[config.mk]
export PLATFORM = sky130hd
export DESIGN_NAME = tiled_pixel_address_remap
export DESIGN_NICKNAME = d
export VERILOG_FILES = /design/src/sv/tpar_pkg.sv /design/src/sv/tpar_geom.sv /design/src/sv/tiled_pixel_address_remap.sv
export VERILOG_INCLUDE_DIRS = /design/src /design/src/sv
export SDC_FILE = /design/constraint.sdc
export NUM_CORES = 2
export LEC_CHECK = 0
export CAP_MARGIN = 40
export CELL_PAD_IN_SITES_DETAIL_PLACEMENT = 0
export CELL_PAD_IN_SITES_GLOBAL_PLACEMENT = 1
export CORE_MARGIN = 2
export CORE_UTILIZATION = 52
export CTS_CLUSTER_DIAMETER = 200
export DETAILED_ROUTE_END_ITERATION = 16
export DONT_BUFFER_PORTS = 1
export GPL_TIMING_DRIVEN = 1
export PLACE_DENSITY = 0.9
export SLEW_MARGIN = 10
export SYNTH_ARGS = -nofsm -noshare
export SYNTH_HDL_FRONTEND = slang
export SYNTH_SLANG_ARGS = --single-unit
export TNS_END_PERCENT = 20
[constraint.sdc]
create_clock -name i_clk -period 7 [get_ports i_clk]
set_input_delay 0.35 -clock i_clk [delete_from_list [all_inputs] [get_ports i_clk]]
set_output_delay 0.35 -clock i_clk [all_outputs]
set_load 0.03 [all_outputs]
[src/sv/tiled_pixel_address_remap_assert.svh]
// ----------------------------------------------------------------------------
// tiled pixel address remap: assertion macros
// shared concurrent assertion forms for the remap block and its geometry unit
// ----------------------------------------------------------------------------
`ifndef TILED_PIXEL_ADDRESS_REMAP_ASSERT_SVH
`define TILED_PIXEL_ADDRESS_REMAP_ASSERT_SVH

// same-cycle implication, off during reset
`define TPAR_ASSERT_NOW(lbl, clk, rst_n, ante, cons) \
    lbl: assert property (@(posedge clk) disable iff (!rst_n) (ante) |-> (cons)) \
        else $error("tpar: assertion failed");

// next-cycle implication, off during reset
`define TPAR_ASSERT_NEXT(lbl, clk, rst_n, ante, cons) \
    lbl: assert property (@(posedge clk) disable iff (!rst_n) (ante) |=> (cons)) \
        else $error("tpar: assertion failed");

`endif

[src/sv/tpar_pkg.sv]
// ----------------------------------------------------------------------------
// tpar_pkg
// payload types, register indexes and sequencer states of the tiled remap
// ----------------------------------------------------------------------------
package tpar_pkg;

    // configuration port
    localparam int unsigned CFG_INDEX_W = 1;
    localparam int unsigned CFG_DATA_W  = 13;
    localparam int unsigned SIDE_REG_W  = 9;
    localparam int unsigned WIDTH_REG_W = 13;

    localparam logic [CFG_INDEX_W-1:0] CFG_SQUARE_SIDE = 1'b0;
    localparam logic [CFG_INDEX_W-1:0] CFG_IMAGE_WIDTH = 1'b1;

    // register values after reset
    localparam logic [SIDE_REG_W-1:0]  SIDE_RESET  = 9'd8;
    localparam logic [WIDTH_REG_W-1:0] WIDTH_RESET = 13'd256;

    // one source pixel
    typedef struct packed {
        logic [31:0] pixel_color;
        logic        first_pixel;
    } t_in_item;

    // one remapped pixel
    typedef struct packed {
        logic [23:0] dest_address;
        logic [31:0] color_out;
        logic        address_overflow;
    } t_out_item;

    // geometry sequencer
    typedef enum logic [1:0] {
        DIV_IDLE,
        DIV_LOAD,
        DIV_RUN,
        DIV_MUL
    } t_div_state;

endpackage

[src/sv/tpar_geom.sv]
// ----------------------------------------------------------------------------
// tpar_geom
// holds the two geometry registers, clamps them and works out the number of
// tiles per row and the padded width with a restoring divider, one bit a cycle
// ----------------------------------------------------------------------------
module tpar_geom #(
    parameter int unsigned MAX_SIDE_BITS  = 8,
    parameter int unsigned MAX_WIDTH_BITS = 12
) (
    input  logic                                 i_clk,
    input  logic                                 i_rst_n,
    input  logic                                 i_cfg_we,
    input  logic [tpar_pkg::CFG_INDEX_W-1:0]     i_cfg_index,
    input  logic [tpar_pkg::CFG_DATA_W-1:0]      i_cfg_data,
    output logic [MAX_SIDE_BITS:0]               o_side,
    output logic [MAX_WIDTH_BITS:0]              o_tiles,
    output logic [((MAX_WIDTH_BITS > MAX_SIDE_BITS) ?
                   MAX_WIDTH_BITS : MAX_SIDE_BITS) + 1:0] o_padded,
    output logic                                 o_busy
);

    localparam int unsigned SW = MAX_SIDE_BITS + 1;
    localparam int unsigned QW = MAX_WIDTH_BITS + 1;
    localparam int unsigned DW = ((MAX_WIDTH_BITS > MAX_SIDE_BITS) ?
                                  MAX_WIDTH_BITS : MAX_SIDE_BITS) + 2;
    localparam int unsigned CW = $clog2(DW + 1);
    localparam int unsigned SIDE_LIM  = 1 << MAX_SIDE_BITS;
    localparam int unsigned WIDTH_LIM = 1 << MAX_WIDTH_BITS;

    logic [tpar_pkg::SIDE_REG_W-1:0]  r_square_side;
    logic [tpar_pkg::WIDTH_REG_W-1:0] r_image_width;
    tpar_pkg::t_div_state             r_state, n_state;
    logic [DW-1:0]                    r_dvd, n_dvd;
    logic [SW-1:0]                    r_dvs, n_dvs;
    logic [SW-1:0]                    r_rem, n_rem;
    logic [CW-1:0]                    r_cnt, n_cnt;
    logic [QW-1:0]                    r_tiles, n_tiles;
    logic [DW-1:0]                    r_padded, n_padded;
    logic [SW-1:0]                    eff_side;
    logic [DW-1:0]                    eff_width;
    logic [SW:0]                      trial;
    logic [DW+SW-1:0]                 pad_prod;

    // configuration registers
    always_ff @(posedge i_clk) begin
        if (!i_rst_n) begin
            r_square_side <= tpar_pkg::SIDE_RESET;
            r_image_width <= tpar_pkg::WIDTH_RESET;
        end else if (i_cfg_we) begin
            unique case (i_cfg_index)
                tpar_pkg::CFG_SQUARE_SIDE: begin
                    r_square_side <= i_cfg_data[tpar_pkg::SIDE_REG_W-1:0];
                end
                tpar_pkg::CFG_IMAGE_WIDTH: begin
                    r_image_width <= i_cfg_data[tpar_pkg::WIDTH_REG_W-1:0];
                end
                default: begin
                end
            endcase
        end
    end

    // clamp zero to one and large values to the limit
    always_comb begin
        if (r_square_side == '0) begin
            eff_side = SW'(1);
        end else if (32'(r_square_side) > SIDE_LIM) begin
            eff_side = SW'(SIDE_LIM);
        end else begin
            eff_side = SW'(r_square_side);
        end
        if (r_image_width == '0) begin
            eff_width = DW'(1);
        end else if (32'(r_image_width) > WIDTH_LIM) begin
            eff_width = DW'(WIDTH_LIM);
        end else begin
            eff_width = DW'(r_image_width);
        end
    end

    assign trial    = {r_rem, r_dvd[DW-1]};
    assign pad_prod = r_dvd * r_dvs;

    // divider sequencer: ceil(width / side), then padded = tiles * side
    always_comb begin
        n_state  = r_state;
        n_dvd    = r_dvd;
        n_dvs    = r_dvs;
        n_rem    = r_rem;
        n_cnt    = r_cnt;
        n_tiles  = r_tiles;
        n_padded = r_padded;
        unique case (r_state)
            tpar_pkg::DIV_IDLE: begin
            end
            tpar_pkg::DIV_LOAD: begin
                n_dvd   = eff_width + DW'(eff_side) - DW'(1);
                n_dvs   = eff_side;
                n_rem   = '0;
                n_cnt   = CW'(DW);
                n_state = tpar_pkg::DIV_RUN;
            end
            tpar_pkg::DIV_RUN: begin
                if (trial >= {1'b0, r_dvs}) begin
                    n_rem = SW'(trial - {1'b0, r_dvs});
                    n_dvd = {r_dvd[DW-2:0], 1'b1};
                end else begin
                    n_rem = SW'(trial);
                    n_dvd = {r_dvd[DW-2:0], 1'b0};
                end
                n_cnt = r_cnt - CW'(1);
                if (r_cnt == CW'(1)) begin
                    n_state = tpar_pkg::DIV_MUL;
                end
            end
            tpar_pkg::DIV_MUL: begin
                n_tiles  = QW'(r_dvd);
                n_padded = DW'(pad_prod);
                n_state  = tpar_pkg::DIV_IDLE;
            end
            default: begin
                n_state = tpar_pkg::DIV_LOAD;
            end
        endcase
        // any register write starts the sums over
        if (i_cfg_we) begin
            n_state = tpar_pkg::DIV_LOAD;
        end
    end

    // sequencer state
    always_ff @(posedge i_clk) begin
        if (!i_rst_n) begin
            r_state <= tpar_pkg::DIV_LOAD;
        end else begin
            r_state <= n_state;
        end
    end

    // divider datapath
    always_ff @(posedge i_clk) begin
        r_dvd    <= n_dvd;
        r_dvs    <= n_dvs;
        r_rem    <= n_rem;
        r_cnt    <= n_cnt;
        r_tiles  <= n_tiles;
        r_padded <= n_padded;
    end

    assign o_side   = r_dvs;
    assign o_tiles  = r_tiles;
    assign o_padded = r_padded;
    assign o_busy   = (r_state != tpar_pkg::DIV_IDLE);

    // checks
    `include "tiled_pixel_address_remap_assert.svh"

    `TPAR_ASSERT_NEXT(a_write_makes_busy, i_clk, i_rst_n, i_cfg_we, o_busy)
    `TPAR_ASSERT_NOW(a_padded_in_range, i_clk, i_rst_n, !o_busy,
        (r_padded >= DW'(r_dvs)) && (r_padded < eff_width + DW'(eff_side)))
    `TPAR_ASSERT_NOW(a_tiles_nonzero, i_clk, i_rst_n, !o_busy, r_tiles != '0)

endmodule

[src/sv/tiled_pixel_address_remap.sv]
// ----------------------------------------------------------------------------
// tiled_pixel_address_remap
// maps a linear pixel stream onto square tiles of a padded image and gives
// the destination index of each pixel with its colour
// ----------------------------------------------------------------------------
// channel  direction  handshake                      word
// input    in         i_in_valid / o_in_ready        tpar_pkg::t_in_item
// output   out        o_out_valid / i_out_ready      tpar_pkg::t_out_item
// config   in         i_cfg_we (no wait)             i_cfg_index, i_cfg_data
//
// one word per cycle while o_in_ready is high; an accepted word is held in
// the first-stage register (counters and the row/column products), then in
// the output register (padded-width product) that drives o_out_valid
// after reset and after every register write the geometry divider runs
// through its load, divide and multiply states with o_in_ready low
// a stalled output holds its word; the input side keeps taking words until
// both pipeline registers are full
// ----------------------------------------------------------------------------
module tiled_pixel_address_remap #(
    parameter int unsigned ADDR_BITS      = 24,
    parameter int unsigned MAX_SIDE_BITS  = 8,
    parameter int unsigned MAX_WIDTH_BITS = 12
) (
    input  logic                             i_clk,
    input  logic                             i_rst_n,
    input  logic                             i_in_valid,
    output logic                             o_in_ready,
    input  tpar_pkg::t_in_item               i_in_item,
    output logic                             o_out_valid,
    input  logic                             i_out_ready,
    output tpar_pkg::t_out_item              o_out_item,
    input  logic                             i_cfg_we,
    input  logic [tpar_pkg::CFG_INDEX_W-1:0] i_cfg_index,
    input  logic [tpar_pkg::CFG_DATA_W-1:0]  i_cfg_data
);

    localparam int unsigned SW = MAX_SIDE_BITS + 1;
    localparam int unsigned QW = MAX_WIDTH_BITS + 1;
    localparam int unsigned PW = ((MAX_WIDTH_BITS > MAX_SIDE_BITS) ?
                                  MAX_WIDTH_BITS : MAX_SIDE_BITS) + 2;
    localparam int unsigned YW = MAX_SIDE_BITS + MAX_WIDTH_BITS;
    localparam int unsigned AW = PW + YW + 1;
    localparam logic [63:0] ADDR_MASK = (64'd1 << ADDR_BITS) - 64'd1;

    logic [SW-1:0]             geom_side;
    logic [QW-1:0]             geom_tiles;
    logic [PW-1:0]             geom_padded;
    logic                      geom_busy;

    logic [MAX_SIDE_BITS-1:0]  r_ix, r_iy, n_ix, n_iy, e_ix, e_iy;
    logic [MAX_WIDTH_BITS-1:0] r_tc, r_tr, n_tc, n_tr, e_tc, e_tr;
    logic                      r_s1_vld;
    logic [YW-1:0]             r_s1_x, r_s1_y;
    logic [31:0]               r_s1_color;
    logic                      r_out_vld;
    tpar_pkg::t_out_item       r_out;

    logic                      in_acc, s1_adv;
    logic [SW+MAX_WIDTH_BITS-1:0] col_prod, row_prod;
    logic [PW+YW-1:0]          addr_prod;
    logic [AW-1:0]             addr;

    // geometry unit
    tpar_geom #(
        .MAX_SIDE_BITS  (MAX_SIDE_BITS),
        .MAX_WIDTH_BITS (MAX_WIDTH_BITS)
    ) u_geom (
        .i_clk       (i_clk),
        .i_rst_n     (i_rst_n),
        .i_cfg_we    (i_cfg_we),
        .i_cfg_index (i_cfg_index),
        .i_cfg_data  (i_cfg_data),
        .o_side      (geom_side),
        .o_tiles     (geom_tiles),
        .o_padded    (geom_padded),
        .o_busy      (geom_busy)
    );

    // handshake
    assign s1_adv     = !r_out_vld || i_out_ready;
    assign o_in_ready = !geom_busy && (!r_s1_vld || s1_adv);
    assign in_acc     = i_in_valid && o_in_ready;

    // counters as seen by this pixel, cleared on the first pixel
    always_comb begin
        e_ix = i_in_item.first_pixel ? '0 : r_ix;
        e_iy = i_in_item.first_pixel ? '0 : r_iy;
        e_tc = i_in_item.first_pixel ? '0 : r_tc;
        e_tr = i_in_item.first_pixel ? '0 : r_tr;
    end

    // advance inside the tile, then across, then down
    always_comb begin
        n_ix = e_ix;
        n_iy = e_iy;
        n_tc = e_tc;
        n_tr = e_tr;
        if ({1'b0, e_ix} + SW'(1) >= geom_side) begin
            n_ix = '0;
            if ({1'b0, e_iy} + SW'(1) >= geom_side) begin
                n_iy = '0;
                if ({1'b0, e_tc} + QW'(1) >= geom_tiles) begin
                    n_tc = '0;
                    n_tr = e_tr + MAX_WIDTH_BITS'(1);
                end else begin
                    n_tc = e_tc + MAX_WIDTH_BITS'(1);
                end
            end else begin
                n_iy = e_iy + MAX_SIDE_BITS'(1);
            end
        end else begin
            n_ix = e_ix + MAX_SIDE_BITS'(1);
        end
    end

    // position counters
    always_ff @(posedge i_clk) begin
        if (!i_rst_n) begin
            r_ix <= '0;
            r_iy <= '0;
            r_tc <= '0;
            r_tr <= '0;
        end else if (in_acc) begin
            r_ix <= n_ix;
            r_iy <= n_iy;
            r_tc <= n_tc;
            r_tr <= n_tr;
        end
    end

    // first stage: pixel coordinates in the padded image
    assign col_prod = geom_side * e_tc;
    assign row_prod = geom_side * e_tr;

    always_ff @(posedge i_clk) begin
        if (!i_rst_n) begin
            r_s1_vld <= 1'b0;
        end else if (o_in_ready) begin
            r_s1_vld <= i_in_valid;
        end else if (s1_adv) begin
            r_s1_vld <= 1'b0;
        end
    end

    always_ff @(posedge i_clk) begin
        if (in_acc) begin
            r_s1_x     <= YW'(col_prod) + YW'(e_ix);
            r_s1_y     <= YW'(row_prod) + YW'(e_iy);
            r_s1_color <= i_in_item.pixel_color;
        end
    end

    // second stage: linear index and range check
    assign addr_prod = geom_padded * r_s1_y;
    assign addr      = AW'(addr_prod) + AW'(r_s1_x);

    always_ff @(posedge i_clk) begin
        if (!i_rst_n) begin
            r_out_vld <= 1'b0;
        end else if (s1_adv) begin
            r_out_vld <= r_s1_vld;
        end
    end

    always_ff @(posedge i_clk) begin
        if (s1_adv && r_s1_vld) begin
            r_out.dest_address     <= 24'(64'(addr) & ADDR_MASK);
            r_out.color_out        <= r_s1_color;
            r_out.address_overflow <= (64'(addr) > ADDR_MASK);
        end
    end

    assign o_out_valid = r_out_vld;
    assign o_out_item  = r_out;

    // checks
    `include "tiled_pixel_address_remap_assert.svh"

    `TPAR_ASSERT_NEXT(a_first_at_origin, i_clk, i_rst_n,
        in_acc && i_in_item.first_pixel, (r_s1_x == '0) && (r_s1_y == '0))
    `TPAR_ASSERT_NEXT(a_stage_moves_on, i_clk, i_rst_n,
        r_s1_vld && !r_out_vld, r_out_vld)
    `TPAR_ASSERT_NEXT(a_counters_hold_when_idle, i_clk, i_rst_n,
        !in_acc, $stable(r_ix) && $stable(r_iy) && $stable(r_tc) && $stable(r_tr))

endmodule

Yosys cells after proc, flatten, opt, wreduce, memory -nomap -nowiden
Cells that the tools add are included.

Add/sub/neg operators: 14. Eq/ne operators: 5. Reduce and logical (&&, ||, !) cells: 18. Bitwise gates (word level): 2. Muxes and demuxes: 26. Order comparisons: 7. $mul: 4.

Operator list (count): 12-bit 2-to-1 mux (8); 20-bit by 8-bit adder with 20-bit output (2); 9-bit by 12-bit multiplier with 20-bit output (2); 8-bit 2-to-1 mux (5); 34-bit by 20-bit adder with 35-bit output (1); 35-bit by 24-bit > comparator with 1-bit output, second input constant (1); 14-bit by 20-bit multiplier with 34-bit output (1); 14-bit one-hot mux with 2 select lines (1); 9-bit 2-to-1 mux (3); 12-bit by 1-bit adder with 12-bit output, second input constant (2); 8-bit by 1-bit adder with 9-bit output, second input constant (2); 9-bit >= comparator (2); 9-bit one-hot mux with 2 select lines (1); 8-bit by 1-bit adder with 8-bit output, second input constant (2); 14-bit by 9-bit adder with 14-bit output (1); 14-bit by 9-bit multiplier with 14-bit output (1); 14-bit 2-to-1 mux (1); 14-bit by 1-bit subtractor with 14-bit output, second input constant (1); 12-bit by 1-bit adder with 13-bit output, second input constant (1); 13-bit >= comparator (1); 13-bit > comparator, second input constant (1); 13-bit zero test (1); 13-bit 2-to-1 mux (1); 10-bit by 9-bit >= comparator with 1-bit output (1); 20 further kinds (33).

Input port bits: 52. Output and inout bits: 59. Bits in registers: 258. Logic and storage cells: 97.

Depth between registers and ports, before layout
Depth in word-level cells: 6. Mapped depth: 24.

Modules after synthesis
From an unflattened synthesis, not the netlist that was laid out.

Cells, all modules: 3258. Area total of the unflattened synthesis: 31271.2 sq um.

Modules (own cells, without submodules): tiled_pixel_address_remap (cells an instance 2535, times used 1, area an instance 24312.1 sq um, seq. area each 4714.5 sq um); tpar_geom (cells an instance 723, times used 1, area an instance 6959.2 sq um, seq. area each 2372.3 sq um).

Worst setup path after synthesis
OpenSTA, ideal clock, no wires.

Kind: register to register. From: reg r_s1_y[9]. To: reg r_out (netlist bit o_out_item[0]) (data pin). Slack: 1.087 ns. Arrival time: 5.639 ns. Stages on the path, launching flop included: 22. Clock period less this slack: 5.913 ns. Path buffers: 1. Required time: 6.725 ns. Cell sequence: edfxtp_1 > clkbuf_1 > and2_1 > fa_1 > inv_1 > fa_1 > inv_1 > fa_1 > fa_1 > fa_1 > inv_1 > fa_1 > inv_1 > ha_1 > a21oi_1 > o21ai_0 > a211oi_2 > o21ai_2 > o31a_1 > a211o_1 > a31oi_1 > o2111ai_1.

Cells in the longest elaborated chain, start to end: 3.

Ends and longest elaborated chain: start, declared (line tiled_pixel_address_remap.sv:53) `logic [YW-1:0] r_s1_x, r_s1_y;`; start signal, assigned (line tiled_pixel_address_remap.sv:148) `r_s1_y <= YW'(row_prod) + YW'(e_iy);`; 14-bit by 20-bit multiplier with 34-bit output (line tiled_pixel_address_remap.sv:154) `assign addr_prod = geom_padded * r_s1_y;`; 34-bit by 20-bit adder with 35-bit output (line tiled_pixel_address_remap.sv:155) `assign addr = AW'(addr_prod) + AW'(r_s1_x);`; 35-bit by 24-bit > comparator with 1-bit output (line tiled_pixel_address_remap.sv:169) `r_out.address_overflow <= (64'(addr) > ADDR_MASK);`; end, declared (line tiled_pixel_address_remap.sv:56) `tpar_pkg::t_out_item r_out;`.

No other way between the ends. A chain may end at the register's enable or synchronous reset.

Worst setup path after layout
From: reg r_s1_y[8]. To: reg r_out (netlist bit o_out_item[0]) (data pin).

Same word-level chain as after synthesis.

==> results.tsv <==
metric	value	unit
Reg2Reg Depth	19	
final hold viol count	0	
worst skew pair latency	580	ps
CP required	7310	ps
Slowest cell on crit path	edfxtp_1	
core footprint	58800	um^2
post-DP HPWL	55600	um
Iteration-0 DRC Markers	1191	
CTS tree	built	
Worst Hold Path Cells	3	
final core occ	56.3	%
setup slack, reg-to-reg	390	ps
Hold WC Path Type	in2reg	
Total Die Area	61200	um^2
final hold slack	75.5	ps
RR Startpoint	r_s1_y[8]	
sequential-to-total area share from yosys stat	23.0	%
number of port buffers	0	
final net count	3999	
f_max	151	MHz
CP max stage delay	640	ps
DRC Markers	0	
Final Setup Violations	0	
Die Width	247	um
die outline height	247	um
Synth Net Count	4021	
Syn Area/Cell	9.55	um^2
Worst Path Arrival	6920	ps
CP max FO	14	
Clock Path Buffers	3	
vias in the first global route	23400	
Finished Layout Cells	3997	
minimum clock period	6610	ps
pin count of the biggest net entering global routing	73	
placed insts	3888	
Critical Path, Cell by Cell	and2_1 -> fa_1 -> inv_1 -> fa_1 -> inv_1 -> fa_1 -> fa_1 -> fa_1 -> fa_1 -> ha_1 -> a21oi_1 -> nand2_1 -> nor4_1 -> o41a_1 -> o211ai_2 -> a31o_1 -> a21o_2 -> a211oi_1 -> o2111ai_1	
antenna viol nets, final	0	
Post-synth EDFFs	192	
CP delay by family, top	adder cells	
Register Area	7090	um^2
Syn Std Cell Area	30800	um^2
GP Congestion	0.915	
Synth Register Bits	258	
CP Launch Type	register	
CTS clk-pin slew, worst paths	60	ps
Post-synth top flop	edfxtp_1	
Ports	111	
Vias/cell	5.44	
Initial Util	52.4	%
Worst path depth	19	
CP Capture Type	register	
ANT cells	0	
Distinct cells, synth	85	
Syn. warnings	0	
Crit. Startpoint	r_s1_y[8]	
first-pass GRT wire length	118000	um
initial antenna violation count	0	
relative slew slack	44.9	%
most common cell after layout, fill and taps aside	inv_1	
CP Capture Point	o_out_item[0]	
most frequent cells in the layout	539 x inv_1, 527 x nand2_1, 437 x fa_1, 310 x ha_1, 225 x and2_1	
Buf/Inv on CP	2	
Async SR Flop Fraction	0	%
Worst Tran Pin Value	825	ps
Post-Synthesis Cells	3222	
row cnt	89	
FILL cells	5092	
proportion of layout cells with a drive suffix above 1	4.22	%
number of detailed-route iterations in the first pass	5	
GRT Total Usage	24.0	%
most used cell, CP	fa_1	
footprint of the multi-input gates	21100	um^2
Max-Cap Viols	0	
Total Wirelength	70700	um
Vias	21700	
H-tree lvl count	1	
wire length per cell	17.7	um
Slew Limit Fails	0	
unrepaired setup endpoints after global routing	false	
P&R area growth vs syn	7.61	%
Root Buffer	clkbuf_16	
GR Overflow Total	0	
CP Class	reg2reg	
Reg2Reg Capture Point	o_out_item[0]	
Sink Count	258	
Tcrit/Tclk final	94.5	%
Layout Skew	14.6	ps
Fin Setup TNS	0	ps
total CTS buffers	31	
status	complete, no violations	
worst reg2reg max path: stages, from the launching register on:
cell and delay [ps]:
edfxtp_1 640, and2_1 310, fa_1 540, inv_1 50, fa_1 480, inv_1 60
fa_1 490, fa_1 580, fa_1 430, fa_1 450, ha_1 350, a21oi_1 280
nand2_1 120, nor4_1 300, o41a_1 350, o211ai_2 120, a31o_1 240, a21o_2 230
a211oi_1 220, o2111ai_1 130
worst min-delay path by stage:
stage              startpoint        endpoint  slack [ps]
2_1_floorplan   r_s1_color[9]  o_out_item[10]         400
3_3_place_gp    r_s1_color[4]   o_out_item[5]         400
3_5_place_dp   r_s1_color[22]  o_out_item[23]         400
4_1_cts          i_in_item[0]         r_ix[7]           6
5_1_grt          i_in_item[0]         r_ix[7]          40
6_report         i_in_item[0]         r_ix[3]          80
flip-flops by register name, summed over array words and instances (netlist names), 13 cells and up:
| name | count |
|---|---|
| o_out_item | 57 |
| r_s1_color | 32 |
| r_s1_x | 20 |
| r_s1_y | 20 |
| u_geom.o_padded | 14 |
| u_geom.r_dvd | 14 |
| u_geom.o_tiles | 13 |
| u_geom.r_image_width | 13 |
logic make-up (layout without fill, tap and decap cells):
| group | count (synthesis) | count (layout) | synth area share [%] |
|---|---|---|---|
| AOI/OAI and AO/OA | 348 | 348 | 7.59 |
| xor gates and xnor gates | 115 | 115 | 3.27 |
| adders and majority gates | 747 | 747 | 41.0 |
| buffers and inverters | 685 | 687 | 8.44 |
| DFF | 258 | 258 | 23.0 |
| muxes | 7 | 7 | 0.232 |
| and+or+nand+nor | 1062 | 1062 | 16.4 |
stage by stage:
step                      worst slack (ps)  area, um^2
after floorplan                       1090       30800
after global placement                 556       31400
after detailed placement               424       31500
after CTS                              420       33100
after global routing                  17.4       33100
final                                  388       33100
cell type report:
cell class / count / share of cell area [%]
Tap cell: 773 / 2.92
Multi-Input combinational cell: 2279 / 63.7
Clock buffer: 33 / 2.39
Clock inverter: 24 / 0.865
Timing Repair Buffer: 87 / 2.56
Inverter: 543 / 6.16
Sequential cell: 258 / 21.4
repair_timing:
item | in CTS | in global routing
endpoints found under the hold margin | 64 | 0
setup buffers | 0 | 1
hold buffers | 49 | 0
setup endpoints to repair | 0 | 1
resized for setup | 0 | 0
metal layers:
layer | global-route usage [%] | vias up | wire length, um
met5 | 0 | - | 0
met4 | 6.90 | 0 | 1870
met3 | 2.58 | 106 | 3280
met2 | 42.7 | 564 | 35200
met1 | 31.0 | 10900 | 30400
li1 | - | 10200 | -
Yosys cell counts, drive strengths merged (15+ instances only):
cell	count	share of area (%)
a21oi	116	1.9
and2	226	4.6
nand2b	17	0.35
a21o	38	0.94
nand3	44	0.72
ha	310	13
xor2	34	0.97
nor3	39	0.72
nor2	96	1.2
xnor2	81	2.3
nand2	527	6.4
a211oi	17	0.43
clkbuf	131	1.6
o211ai	15	0.40
dfxtp	66	4.3
o21a	19	0.46
o21ai	57	0.96
fa	437	28
nor2b	48	0.98
inv	542	6.6
edfxtp	192	19
and3	18	0.37
Power is left out: the tool's default activity adds up to more than one toggle a clock period on the data nets, which glitch-free logic cannot reach.
